`src/rtl/core/itbt_pkg.sv`:
```
// ----------------------------------------------------------------------------
// itbt_pkg
// Shared constants, codes and types of the image block transfer tracker.
// ----------------------------------------------------------------------------
`default_nettype none

package itbt_pkg;

  // bitmap geometry
  localparam int BITMAP_BYTES = 32;
  localparam int BM_AW        = (BITMAP_BYTES > 1) ? $clog2(BITMAP_BYTES) : 1;
  localparam int MAX_BLOCKS   = BITMAP_BYTES * 8;
  localparam int BLK_W        = $clog2(MAX_BLOCKS + 1);
  localparam int BM_LEN_W     = $clog2(BITMAP_BYTES + 1);
  localparam int MAX_ID_LEN   = 32;

  // field widths
  localparam int ACT_W    = 3;
  localparam int WORD_W   = 32;
  localparam int IDLEN_W  = 8;
  localparam int RC_W     = 2;
  localparam int STATUS_W = 3;
  localparam int BYTE_W   = 8;

  // configuration port
  localparam int CFG_IDX_W  = 1;
  localparam int CFG_DATA_W = 32;
  localparam logic [CFG_IDX_W-1:0] REG_BLOCK_SIZE       = 1'd0;
  localparam logic [CFG_IDX_W-1:0] REG_TRANSFER_ENABLED = 1'd1;
  localparam logic [WORD_W-1:0]    BLOCK_SIZE_RST       = 32'd50;

  // mask of block zero within a bitmap byte
  localparam logic [BYTE_W-1:0] BIT0_MASK = 8'h80;

  // command codes
  localparam logic [ACT_W-1:0] ACT_BLOCK    = 3'd0;
  localparam logic [ACT_W-1:0] ACT_INIT     = 3'd1;
  localparam logic [ACT_W-1:0] ACT_START    = 3'd2;
  localparam logic [ACT_W-1:0] ACT_STOP     = 3'd3;
  localparam logic [ACT_W-1:0] ACT_VERIFY   = 3'd4;
  localparam logic [ACT_W-1:0] ACT_ACTIVATE = 3'd5;

  // result codes
  localparam logic [RC_W-1:0] RC_OK       = 2'd0;
  localparam logic [RC_W-1:0] RC_TEMP     = 2'd1;
  localparam logic [RC_W-1:0] RC_BAD_ENC  = 2'd2;
  localparam logic [RC_W-1:0] RC_UNAUTH   = 2'd3;

  // transfer status codes
  localparam logic [STATUS_W-1:0] ST_IDLE       = 3'd0;
  localparam logic [STATUS_W-1:0] ST_INITIATED  = 3'd1;
  localparam logic [STATUS_W-1:0] ST_INIT_OK    = 3'd2;
  localparam logic [STATUS_W-1:0] ST_INIT_ERR   = 3'd3;
  localparam logic [STATUS_W-1:0] ST_VERIFY_OK  = 3'd4;
  localparam logic [STATUS_W-1:0] ST_VERIFY_ERR = 3'd5;
  localparam logic [STATUS_W-1:0] ST_ACT_OK     = 3'd6;
  localparam logic [STATUS_W-1:0] ST_ACT_ERR    = 3'd7;

  // divider
  localparam int DIV_W     = 32;
  localparam int DIV_CNT_W = $clog2(DIV_W);

  typedef struct packed {
    logic             start;
    logic [DIV_W-1:0] dividend;
    logic [DIV_W-1:0] divisor;
  } itbt_div_req_t;

  typedef struct packed {
    logic             done;
    logic [DIV_W-1:0] quo;
    logic [DIV_W-1:0] rem;
  } itbt_div_res_t;

endpackage

`default_nettype wire

```
`src/rtl/core/itbt_if.sv`:
```
// ----------------------------------------------------------------------------
// itbt_if
// Command and result channels of the tracker, valid/ready handshake.
// ----------------------------------------------------------------------------
`default_nettype none

interface itbt_cmd_if;
  import itbt_pkg::*;

  logic                valid;
  logic                ready;
  logic [ACT_W-1:0]    action;
  logic                encoding_ok;
  logic [WORD_W-1:0]   blk_index;
  logic [WORD_W-1:0]   blk_len;
  logic [WORD_W-1:0]   img_size;
  logic [IDLEN_W-1:0]  id_len;

  modport source (
    output valid, action, encoding_ok, blk_index, blk_len, img_size,
           id_len,
    input  ready
  );

  modport sink (
    input  valid, action, encoding_ok, blk_index, blk_len, img_size,
           id_len,
    output ready
  );
endinterface

interface itbt_res_if;
  import itbt_pkg::*;

  logic                valid;
  logic                ready;
  logic [RC_W-1:0]     result_code;
  logic [STATUS_W-1:0] xfer_state;
  logic [BLK_W-1:0]    blk_received;
  logic [BLK_W-1:0]    first_missing_block;
  logic [BM_LEN_W-1:0] bitmap_bytes;

  modport source (
    output valid, result_code, xfer_state, blk_received,
           first_missing_block, bitmap_bytes,
    input  ready
  );

  modport sink (
    input  valid, result_code, xfer_state, blk_received,
           first_missing_block, bitmap_bytes,
    output ready
  );
endinterface

`default_nettype wire

```
`src/rtl/core/image_block_transfer_tracker_core.sv`:
```
// ----------------------------------------------------------------------------
// image_block_transfer_tracker_core
// Sequence: start, stop, verify, activate and rejected commands have their
//   result registered from the done state; init runs the divide, then a
//   32-entry bitmap clear that is skipped when the bitmap would not fit;
//   a block writes its bit, then fetches and searches bitmap bytes for the
//   first missing block, skipped when every block is already in. One command
//   at a time: the next one is taken the cycle after the result is registered.
// Reset: status idle, counts and geometry zero; the bitmap RAM is not swept
//   at reset, it is cleared by every successful init.
// ----------------------------------------------------------------------------
`default_nettype none

module image_block_transfer_tracker_core (
  input  logic                             clk,
  input  logic                             rst,
  itbt_cmd_if.sink                         cmd,
  itbt_res_if.source                       res,
  input  logic                             cfg_wen,
  input  logic [itbt_pkg::CFG_IDX_W-1:0]   cfg_index,
  input  logic [itbt_pkg::CFG_DATA_W-1:0]  cfg_data
);
  import itbt_pkg::*;

  localparam int ST_W = 3;
  localparam logic [ST_W-1:0] S_IDLE = 3'd0;
  localparam logic [ST_W-1:0] S_EXEC = 3'd1;
  localparam logic [ST_W-1:0] S_DIV  = 3'd2;
  localparam logic [ST_W-1:0] S_CLR  = 3'd3;
  localparam logic [ST_W-1:0] S_BCHK = 3'd4;
  localparam logic [ST_W-1:0] S_SCAN = 3'd5;
  localparam logic [ST_W-1:0] S_SCHK = 3'd6;
  localparam logic [ST_W-1:0] S_DONE = 3'd7;

  // configuration registers
  logic [WORD_W-1:0]   blk_bytes;
  logic                xfer_allowed;

  // tracker state
  logic [ST_W-1:0]     state;
  logic [STATUS_W-1:0] status_reg;
  logic [BM_LEN_W-1:0] bitmap_len;
  logic [BLK_W-1:0]    received_count;
  logic [BLK_W-1:0]    first_missing;
  logic [BLK_W-1:0]    total_blocks;
  logic [WORD_W-1:0]   last_block_len;
  logic [BM_AW-1:0]    clr_addr;
  logic [RC_W-1:0]     rc_q;

  // latched command word
  logic [ACT_W-1:0]    act_q;
  logic                enc_q;
  logic [WORD_W-1:0]   num_q;
  logic [WORD_W-1:0]   len_q;
  logic [WORD_W-1:0]   size_q;
  logic [IDLEN_W-1:0]  idlen_q;

  // result register
  logic                res_valid;
  logic [RC_W-1:0]     res_rc;
  logic [STATUS_W-1:0] res_status;
  logic [BLK_W-1:0]    res_count;
  logic [BLK_W-1:0]    res_missing;
  logic [BM_LEN_W-1:0] res_bm_len;

  // bitmap ram
  logic                ram_we;
  logic [BM_AW-1:0]    ram_waddr;
  logic [BYTE_W-1:0]   ram_wdata;
  logic [BM_AW-1:0]    ram_raddr;
  logic [BYTE_W-1:0]   ram_rdata;

  itbt_div_req_t       div_req;
  itbt_div_res_t       div_res;

  // decode helpers
  logic                blk_status_ok;
  logic                blk_in_range;
  logic                blk_is_last;
  logic [WORD_W-1:0]   blk_limit;
  logic                blk_len_bad;
  logic [BYTE_W-1:0]   sel_mask;
  logic                bit_hit;
  logic                init_bad;
  logic                verify_bad;
  logic [DIV_W:0]      blk_count;
  logic                count_too_big;
  logic [BLK_W:0]      bytes_sum;
  logic [WORD_W-1:0]   last_len_calc;
  logic                scan_found;
  logic [2:0]          scan_pos;
  logic [BLK_W-1:0]    scan_next;

  itbt_ram #(
    .WIDTH (BYTE_W),
    .DEPTH (BITMAP_BYTES)
  ) u_bitmap (
    .clk   (clk),
    .we    (ram_we),
    .waddr (ram_waddr),
    .wdata (ram_wdata),
    .raddr (ram_raddr),
    .rdata (ram_rdata)
  );

  itbt_div u_div (
    .clk (clk),
    .rst (rst),
    .req (div_req),
    .res (div_res)
  );

  // configuration writes
  always_ff @(posedge clk) begin
    if (rst) begin
      blk_bytes    <= BLOCK_SIZE_RST;
      xfer_allowed <= 1'b1;
    end else if (cfg_wen) begin
      unique case (cfg_index)
        REG_BLOCK_SIZE:       blk_bytes    <= cfg_data;
        REG_TRANSFER_ENABLED: xfer_allowed <= cfg_data[0];
        default: ;
      endcase
    end
  end

  // block transfer checks
  assign blk_status_ok = (status_reg == ST_INIT_OK) || (status_reg == ST_INITIATED);
  assign blk_in_range  = (total_blocks != '0) && (num_q < WORD_W'(total_blocks));
  assign blk_is_last   = (num_q == WORD_W'(total_blocks) - 1'b1);
  assign blk_limit     = blk_is_last ? last_block_len : blk_bytes;
  assign blk_len_bad   = (len_q == '0) || (len_q > blk_limit);
  assign sel_mask      = BIT0_MASK >> num_q[2:0];
  assign bit_hit       = |(ram_rdata & sel_mask);

  // init and verify checks
  assign init_bad   = !enc_q || (idlen_q > IDLEN_W'(MAX_ID_LEN)) || (blk_bytes == '0);
  assign verify_bad = (status_reg != ST_INITIATED) || (total_blocks == '0) ||
                      (received_count < total_blocks) || (first_missing < total_blocks);

  // block count as quotient rounded up
  assign blk_count     = {1'b0, div_res.quo} + (DIV_W + 1)'(div_res.rem != '0);
  assign count_too_big = blk_count > (DIV_W + 1)'(MAX_BLOCKS);
  assign bytes_sum     = {1'b0, blk_count[BLK_W-1:0]} + (BLK_W + 1)'(7);
  assign last_len_calc = (size_q == '0) ? '0 :
                         (div_res.rem != '0) ? div_res.rem : blk_bytes;

  // first clear bit at or above the scan point within the fetched byte
  always_comb begin
    scan_found = 1'b0;
    scan_pos   = '0;
    for (int j = 0; j < BYTE_W; j++) begin
      if (!scan_found && (3'(j) >= first_missing[2:0]) && !ram_rdata[3'(BYTE_W - 1 - j)]) begin
        scan_found = 1'b1;
        scan_pos   = 3'(j);
      end
    end
  end

  assign scan_next = scan_found ? {first_missing[BLK_W-1:3], scan_pos}
                                : {first_missing[BLK_W-1:3] + 1'b1, 3'b000};

  // divider launch
  assign div_req.start    = (state == S_EXEC) && (act_q == ACT_INIT) &&
                            xfer_allowed && !init_bad;
  assign div_req.dividend = size_q;
  assign div_req.divisor  = blk_bytes;

  // bitmap ram access: clear sweep, set-bit write, scan fetch
  always_comb begin
    ram_we    = 1'b0;
    ram_waddr = num_q[BM_AW+2:3];
    ram_wdata = ram_rdata | sel_mask;
    ram_raddr = num_q[BM_AW+2:3];
    unique case (state)
      S_CLR: begin
        ram_we    = 1'b1;
        ram_waddr = clr_addr;
        ram_wdata = '0;
      end
      S_BCHK: begin
        ram_we = !bit_hit;
      end
      S_SCAN: begin
        ram_raddr = first_missing[BM_AW+2:3];
      end
      default: ;
    endcase
  end

  // command word capture
  always_ff @(posedge clk) begin
    if (cmd.valid && cmd.ready) begin
      act_q   <= cmd.action;
      enc_q   <= cmd.encoding_ok;
      num_q   <= cmd.blk_index;
      len_q   <= cmd.blk_len;
      size_q  <= cmd.img_size;
      idlen_q <= cmd.id_len;
    end
  end

  // main sequencer
  always_ff @(posedge clk) begin
    if (rst) begin
      state          <= S_IDLE;
      status_reg     <= ST_IDLE;
      bitmap_len     <= '0;
      received_count <= '0;
      first_missing  <= '0;
      total_blocks   <= '0;
      last_block_len <= '0;
    end else begin
      unique case (state)
        S_IDLE: begin
          if (cmd.valid) begin
            state <= S_EXEC;
          end
        end
        S_EXEC: begin
          unique case (act_q)
            ACT_BLOCK: begin
              if (!blk_status_ok) begin
                rc_q  <= RC_TEMP;
                state <= S_DONE;
              end else if (!enc_q || !blk_in_range || blk_len_bad) begin
                rc_q  <= RC_BAD_ENC;
                state <= S_DONE;
              end else begin
                rc_q  <= RC_OK;
                state <= S_BCHK;
              end
            end
            ACT_INIT: begin
              if (!xfer_allowed) begin
                rc_q  <= RC_UNAUTH;
                state <= S_DONE;
              end else if (init_bad) begin
                rc_q       <= RC_BAD_ENC;
                status_reg <= ST_INIT_ERR;
                state      <= S_DONE;
              end else begin
                state <= S_DIV;
              end
            end
            ACT_START: begin
              state <= S_DONE;
              if (status_reg == ST_INIT_OK) begin
                rc_q       <= RC_OK;
                status_reg <= ST_INITIATED;
              end else begin
                rc_q <= RC_TEMP;
              end
            end
            ACT_STOP: begin
              rc_q       <= RC_OK;
              status_reg <= ST_IDLE;
              state      <= S_DONE;
            end
            ACT_VERIFY: begin
              state <= S_DONE;
              if (verify_bad) begin
                status_reg <= ST_VERIFY_ERR;
                rc_q       <= RC_TEMP;
              end else begin
                status_reg <= ST_VERIFY_OK;
                rc_q       <= RC_OK;
              end
            end
            ACT_ACTIVATE: begin
              state <= S_DONE;
              if (status_reg == ST_VERIFY_OK) begin
                status_reg <= ST_ACT_OK;
                rc_q       <= RC_OK;
              end else begin
                status_reg <= ST_ACT_ERR;
                rc_q       <= RC_TEMP;
              end
            end
            default: begin
              rc_q  <= RC_BAD_ENC;
              state <= S_DONE;
            end
          endcase
        end
        S_DIV: begin
          if (div_res.done) begin
            if (count_too_big) begin
              status_reg <= ST_INIT_ERR;
              rc_q       <= RC_BAD_ENC;
              state      <= S_DONE;
            end else begin
              // latch geometry, counts restart with the cleared bitmap
              total_blocks   <= blk_count[BLK_W-1:0];
              bitmap_len     <= bytes_sum[BM_LEN_W+2:3];
              last_block_len <= last_len_calc;
              received_count <= '0;
              first_missing  <= '0;
              clr_addr       <= '0;
              state          <= S_CLR;
            end
          end
        end
        S_CLR: begin
          clr_addr <= clr_addr + 1'b1;
          if (clr_addr == BM_AW'(BITMAP_BYTES - 1)) begin
            status_reg <= ST_INIT_OK;
            rc_q       <= RC_OK;
            state      <= S_DONE;
          end
        end
        S_BCHK: begin
          // write lands this cycle, the scan fetch follows in S_SCAN
          if (!bit_hit) begin
            received_count <= received_count + 1'b1;
          end
          state <= S_SCAN;
        end
        S_SCAN: begin
          if (first_missing >= total_blocks) begin
            first_missing <= total_blocks;
            state         <= S_DONE;
          end else begin
            state <= S_SCHK;
          end
        end
        S_SCHK: begin
          // a clear bit past the last block stops at the block total
          if (scan_found && scan_next > total_blocks) begin
            first_missing <= total_blocks;
          end else begin
            first_missing <= scan_next;
          end
          state <= scan_found ? S_DONE : S_SCAN;
        end
        S_DONE: begin
          if (!res_valid || res.ready) begin
            state <= S_IDLE;
          end
        end
        default: state <= S_IDLE;
      endcase
    end
  end

  // result register
  always_ff @(posedge clk) begin
    if (rst) begin
      res_valid <= 1'b0;
    end else begin
      if (state == S_DONE && (!res_valid || res.ready)) begin
        res_valid <= 1'b1;
      end else if (res.ready) begin
        res_valid <= 1'b0;
      end
    end
  end

  always_ff @(posedge clk) begin
    if (state == S_DONE && (!res_valid || res.ready)) begin
      res_rc      <= rc_q;
      res_status  <= status_reg;
      res_count   <= received_count;
      res_missing <= first_missing;
      res_bm_len  <= bitmap_len;
    end
  end

  assign cmd.ready               = (state == S_IDLE);
  assign res.valid               = res_valid;
  assign res.result_code         = res_rc;
  assign res.xfer_state          = res_status;
  assign res.blk_received        = res_count;
  assign res.first_missing_block = res_missing;
  assign res.bitmap_bytes        = res_bm_len;

`ifndef ASSERT_OFF
  a_count_bound: assert property (@(posedge clk) disable iff (rst)
    received_count <= total_blocks)
    else $error("received count above block total");

  a_missing_bound: assert property (@(posedge clk) disable iff (rst)
    (state != S_SCAN) |-> (first_missing <= total_blocks))
    else $error("first missing block above block total");

  a_ram_write_src: assert property (@(posedge clk) disable iff (rst)
    ram_we |-> (state == S_CLR || state == S_BCHK))
    else $error("bitmap write outside clear or block update");

  a_div_done_wait: assert property (@(posedge clk) disable iff (rst)
    div_res.done |-> (state == S_DIV))
    else $error("divider finished while sequencer not waiting");
`endif

endmodule

`default_nettype wire

```
`src/rtl/core/itbt_ram.sv`:
```
// ----------------------------------------------------------------------------
// itbt_ram
// Generic single-write, single-read RAM with registered read data.
// ----------------------------------------------------------------------------
`default_nettype none

module itbt_ram #(
  parameter int WIDTH = 8,
  parameter int DEPTH = 32
) (
  input  logic                     clk,
  input  logic                     we,
  input  logic [$clog2(DEPTH)-1:0] waddr,
  input  logic [WIDTH-1:0]         wdata,
  input  logic [$clog2(DEPTH)-1:0] raddr,
  output logic [WIDTH-1:0]         rdata
);

  logic [WIDTH-1:0] mem [DEPTH];

  // write port
  always_ff @(posedge clk) begin
    if (we) begin
      mem[waddr] <= wdata;
    end
  end

  // registered read port
  always_ff @(posedge clk) begin
    rdata <= mem[raddr];
  end

endmodule

`default_nettype wire

```
`src/rtl/core/itbt_div.sv`:
```
// ----------------------------------------------------------------------------
// itbt_div
// Restoring divider, one quotient bit per cycle, result pulses done.
// ----------------------------------------------------------------------------
`default_nettype none

module itbt_div (
  input  logic                    clk,
  input  logic                    rst,
  input  itbt_pkg::itbt_div_req_t req,
  output itbt_pkg::itbt_div_res_t res
);
  import itbt_pkg::*;

  logic                 busy;
  logic                 done;
  logic [DIV_CNT_W-1:0] cnt;
  logic [DIV_W-1:0]     rem_r;
  logic [DIV_W-1:0]     quo_r;
  logic [DIV_W-1:0]     dsr_r;
  logic [DIV_W:0]       trial;

  // trial subtract of the shifted partial remainder
  assign trial = {rem_r, quo_r[DIV_W-1]} - {1'b0, dsr_r};

  // control
  always_ff @(posedge clk) begin
    if (rst) begin
      busy <= 1'b0;
      done <= 1'b0;
    end else begin
      done <= 1'b0;
      if (req.start) begin
        busy <= 1'b1;
      end else if (busy && cnt == DIV_CNT_W'(DIV_W - 1)) begin
        busy <= 1'b0;
        done <= 1'b1;
      end
    end
  end

  // datapath
  always_ff @(posedge clk) begin
    if (req.start) begin
      cnt   <= '0;
      rem_r <= '0;
      quo_r <= req.dividend;
      dsr_r <= req.divisor;
    end else if (busy) begin
      cnt   <= cnt + 1'b1;
      rem_r <= trial[DIV_W] ? {rem_r[DIV_W-2:0], quo_r[DIV_W-1]} : trial[DIV_W-1:0];
      quo_r <= {quo_r[DIV_W-2:0], ~trial[DIV_W]};
    end
  end

  assign res.done = done;
  assign res.quo  = quo_r;
  assign res.rem  = rem_r;

endmodule

`default_nettype wire

```
`src/flat_wrapper.sv`:
```
// flat-port wrapper written by rule: the top's interface ports become plain ports
module image_block_transfer_tracker_core_flat import itbt_pkg::*;
  (clk, rst, cfg_wen, cfg_index, cfg_data, cmd_valid, cmd_action, cmd_encoding_ok, cmd_blk_index, cmd_blk_len, cmd_img_size, cmd_id_len, cmd_ready, res_valid, res_result_code, res_xfer_state, res_blk_received, res_first_missing_block, res_bitmap_bytes, res_ready);
  itbt_cmd_if cmd_i ();
  itbt_res_if res_i ();
  input  logic clk;
  input  logic rst;
  input  logic cfg_wen;
  input  logic [itbt_pkg::CFG_IDX_W-1:0] cfg_index;
  input  logic [itbt_pkg::CFG_DATA_W-1:0] cfg_data;
  input wire logic [$bits(cmd_i.valid)-1:0] cmd_valid;
  input wire logic [$bits(cmd_i.action)-1:0] cmd_action;
  input wire logic [$bits(cmd_i.encoding_ok)-1:0] cmd_encoding_ok;
  input wire logic [$bits(cmd_i.blk_index)-1:0] cmd_blk_index;
  input wire logic [$bits(cmd_i.blk_len)-1:0] cmd_blk_len;
  input wire logic [$bits(cmd_i.img_size)-1:0] cmd_img_size;
  input wire logic [$bits(cmd_i.id_len)-1:0] cmd_id_len;
  output wire logic [$bits(cmd_i.ready)-1:0] cmd_ready;
  output wire logic [$bits(res_i.valid)-1:0] res_valid;
  output wire logic [$bits(res_i.result_code)-1:0] res_result_code;
  output wire logic [$bits(res_i.xfer_state)-1:0] res_xfer_state;
  output wire logic [$bits(res_i.blk_received)-1:0] res_blk_received;
  output wire logic [$bits(res_i.first_missing_block)-1:0] res_first_missing_block;
  output wire logic [$bits(res_i.bitmap_bytes)-1:0] res_bitmap_bytes;
  input wire logic [$bits(res_i.ready)-1:0] res_ready;
  assign cmd_i.valid = cmd_valid;
  assign cmd_i.action = cmd_action;
  assign cmd_i.encoding_ok = cmd_encoding_ok;
  assign cmd_i.blk_index = cmd_blk_index;
  assign cmd_i.blk_len = cmd_blk_len;
  assign cmd_i.img_size = cmd_img_size;
  assign cmd_i.id_len = cmd_id_len;
  assign cmd_ready = cmd_i.ready;
  assign res_valid = res_i.valid;
  assign res_result_code = res_i.result_code;
  assign res_xfer_state = res_i.xfer_state;
  assign res_blk_received = res_i.blk_received;
  assign res_first_missing_block = res_i.first_missing_block;
  assign res_bitmap_bytes = res_i.bitmap_bytes;
  assign res_i.ready = res_ready;
  image_block_transfer_tracker_core u_core (.clk(clk), .rst(rst), .cmd(cmd_i), .res(res_i), .cfg_wen(cfg_wen), .cfg_index(cfg_index), .cfg_data(cfg_data));
endmodule
```
`config.mk`:
```
export PLATFORM = sky130hd
export DESIGN_NAME = image_block_transfer_tracker_core_flat
export DESIGN_NICKNAME = d
export VERILOG_FILES = /design/src/rtl/core/itbt_pkg.sv /design/src/rtl/core/itbt_if.sv /design/src/rtl/core/image_block_transfer_tracker_core.sv /design/src/rtl/core/itbt_ram.sv /design/src/rtl/core/itbt_div.sv /design/src/flat_wrapper.sv
export SDC_FILE = /design/constraint.sdc
export NUM_CORES = 1
export LEC_CHECK = 0
export BUFFER_PORTS_ARGS = -buffer_cell sky130_fd_sc_hd__buf_2
export CORE_ASPECT_RATIO = 1.4
export CORE_MARGIN = 3
export CORE_UTILIZATION = 60
export CTS_BUF_LIST = sky130_fd_sc_hd__clkbuf_4 sky130_fd_sc_hd__clkbuf_8
export CTS_CLUSTER_SIZE = 12
export DETAILED_ROUTE_END_ITERATION = 8
export PLACE_DENSITY_LB_ADDON = 0.1
export SKIP_LAST_GASP = 1
export SYNTH_ARGS = -nofsm -noshare
export SYNTH_HDL_FRONTEND = slang
export SYNTH_SLANG_ARGS = --single-unit
```
`constraint.sdc`:
```
create_clock -name clk -period 4.67 [get_ports clk]
set_input_delay 0.2335 -clock clk [delete_from_list [all_inputs] [get_ports clk]]
set_output_delay 0.2335 -clock clk [all_outputs]
set_load 0.02 [all_outputs]
```
==> flow_summary_export.csv <==
group,metric,value,unit
cells_and_area,final_cell_mix,"edfxtp_1, nand2_1, buf_2, nor2_1, a21oi_1",
sta,period_share,97.8,%
grt,grt-ovfl-total,0,
sta,rsz0062_at_grt,"true",
floorplanning,io_pins,177,
synth,yosys.area.top_type,"edfxtp_1",
drt,drt-total-wl,85200,um
grt,grt_pass1_vias,23100,
sta,slew_headroom,22.7,%
min_path,worstHoldPathType,"input port to register",
sta,setup_viol,0,
synth,ys_types,82,
placement,place_area,31300,sq um
setup_path,cp-startpoint,"u_core.total_blocks[2]",
synth,synth_enable_flop_cells,464,
synth,avgSynthCellArea,11.4,sq um
drt,vias,22800,
floorplanning,die_w,192,um
clock_tree,cts.sinks,616,
cells_and_area,area_delta_synth_final,20.7,%
clock_tree,cts-buffers-inserted,93,
clock_tree,root_buffer,"clkbuf_8",
clock_tree,htree_levels,3,
sta,finalHoldViolations,0,
sta,layout_min_cycle_time,4.57,ns
clock_tree,cts_tree,"done",
setup_path,r2r_setup_slack,0.10,ns
grt,grt_start_max_net_pins,82,
sta,tightest_slew,1.16,ns
pwr,peakVddDrop,0.000381,V
pwr,power.total,17.2,mW
grt,antenna_found_initial,4,
floorplanning,core_area,47400,sq um
min_path,hold_start,"cmd_valid",
setup_path,r2r-start,"u_core.total_blocks[2]",
drt,drt-pass1-iter-count,6,
grt,met1_usage,34.9,%
synth,netlist.area_leader.share,48.0,%
floorplanning,die_area,51100,sq um
cells_and_area,fin_area,35000,sq um
cells_and_area,finish.utilization,73.8,%
synth,yosys-top-cells-area,"edfxtp_1, dfxtp_1, ha_1",
grt,grtUsageMet2,58.8,%
flow_run,max-cap-violations,0,
placement,place_hpwl,56200,um
placement,port_buffers,176,
cells_and_area,largest_reg_flops,256,
grt,grt_busiest_layer,"met2",
synth,syn_area,29000,sq um
cells_and_area,drive_above_1_share,19.0,%
cells_and_area,nFillCells,3240,
pwr,cellLeakagePower,13.4,nW
floorplanning,num_rows,94,
setup_path,crit_required,5.06,ns
pwr,powerDensity,490,nW/um^2
setup_path,worst_setup_path_start_kind,"register",
placement,gp_congestion,0.937,
drt,postRouteAntennaNets,0,
synth,ys_seq_elements,616,
sta,fin_skew,0.0438,ns
clock_tree,worstSkewPairLatency,0.72,ns
setup_path,worstSetupEndpointType,"register",
clock_tree,clk_path_buf_depth,3,
cells_and_area,largest_register,"u_core.u_bitmap.mem",
synth,synthArstFlopShare,0,%
clock_tree,clk_pin_slew,0.07,ns
floorplanning,fp.dieH,266,um
grt,groute.usage.overall,33.0,%
cells_and_area,final_nets,3234,
floorplanning,start_util,61.2,%
synth,yosysSeqAreaShare,58.5,%
synth,synth_ff_type,"edfxtp_1",
synth,syn_inst,2554,
setup_path,worst-path-max-fanout,7,
drt,dr.first_iter.drc_count,1774,
setup_path,path_class,"register to register",
synth,syn-num-nets,2813,
grt,grt_use_met3,4.84,%
synth,yosysWarnings,0,
grt,grt_pass1_wl,128000,um
sta,maxSlewViolCount,0,
setup_path,arrival,4.96,ns
outcome,status,"finished, final reports clean",
drt,via_per_inst,6.19,
cells_and_area,final_common_cell,"edfxtp_1",
drt,wl_per_cell,23.2,um
sta,fmax,219,MHz
drt,drc,0,
[cell families after synthesis]
group                      synth area share (%)
adders and majority gates                  4.90
and+or+nand+nor                            14.2
DFF                                        58.5
muxes                                      3.83
AOI/OAI and AO/OA                          13.6
xor gates and xnor gates                   2.11
buffers and inverters                      2.82
[worst max-delay path, stage by stage, from the launching register on]
cell and delay [ns]:
dfxtp_4 0.36, inv_2 0.05, nand4_1 0.18, nor4_2 0.32, nand2_1 0.14, or4_4 0.55, a211o_4 0.42, buf_12 0.17
buf_12 0.14, mux2i_2 0.15, ha_1 0.31, a21o_1 0.16, a21o_1 0.15, a21oi_2 0.11, o21ai_1 0.09, o21ai_2 0.27
a32oi_4 0.17, nor4_4 0.28, nand3b_1 0.15, a41oi_2 0.09
[area by class of cell]
cell class / instances / area (sq um) / area share, %
antenna: 5 / 12.5 / 0.0358
clock buffer: 131 / 1600 / 4.58
clock inverter: 40 / 339 / 0.969
inverter: 78 / 293 / 0.837
multi-input combinational: 1725 / 11400 / 32.7
sequential: 616 / 17000 / 48.5
tap: 624 / 781 / 2.23
timing repair buffer: 461 / 3550 / 10.1
[per-stage QoR]
stage	std cells	worst slack, ns	hold slack (ns)	setup TNS, ns
4_1_cts	3653	0.0240	0.0826	0
2_1_floorplan	2554	0.349	0.332	0
3_5_place_dp	3338	-0.0224	0.406	-0.0224
5_1_grt	3679	-0.0250	0.110	-0.0475
3_3_place_gp	3338	0.0695	0.406	0
6_report	3680	0.101	0.121	0
[synth_stat cells (51+ instances only)]
| library cell | count |
|---|---|
| ha_1 | 112 |
| nor2_1 | 160 |
| inv_1 | 77 |
| a211oi_1 | 128 |
| nand2_1 | 323 |
| clkbuf_1 | 115 |
| edfxtp_1 | 464 |
| and2_1 | 66 |
| dfxtp_1 | 152 |
| nor4_1 | 54 |
| a21o_1 | 72 |
| o21ai_0 | 51 |
| mux2i_1 | 66 |
| a21oi_1 | 155 |
| a31oi_1 | 51 |
| nand3_1 | 76 |
[report_power, final]
group	switching, mW	internal, mW	leakage [nW]
sequential	0.493	6.90	5.45
combinational	3.22	1.87	6.90
clock	2.17	2.51	1.03
[routing by layer]
metal / vias up / share of wire (%)
met2: 976 / 52
met4: 0 / 8.5
met3: 347 / 5.7
met5: - / 0
met1: 11000 / 34
li1: 10500 / -
[timing repair]
item,CTS,global route
pin swaps,1,25
hold buffers,144,0
buffers inserted,0,22
endpoints found under the hold margin,142,0
endpoints found under the setup margin,1,22
gates cloned,0,1
gates resized for setup,0,38
[worst paths after layout]
check | endpoint | cells after the start
worst min-delay path | u_core.idlen_q[4] | 2
worst min register to register | u_core.res.result_code[1] | 0
worst max-delay path | u_core.rc_q[1] | 19
worst max register to register | u_core.rc_q[1] | 19
Note: power is estimated with default switching activity, not from simulation.
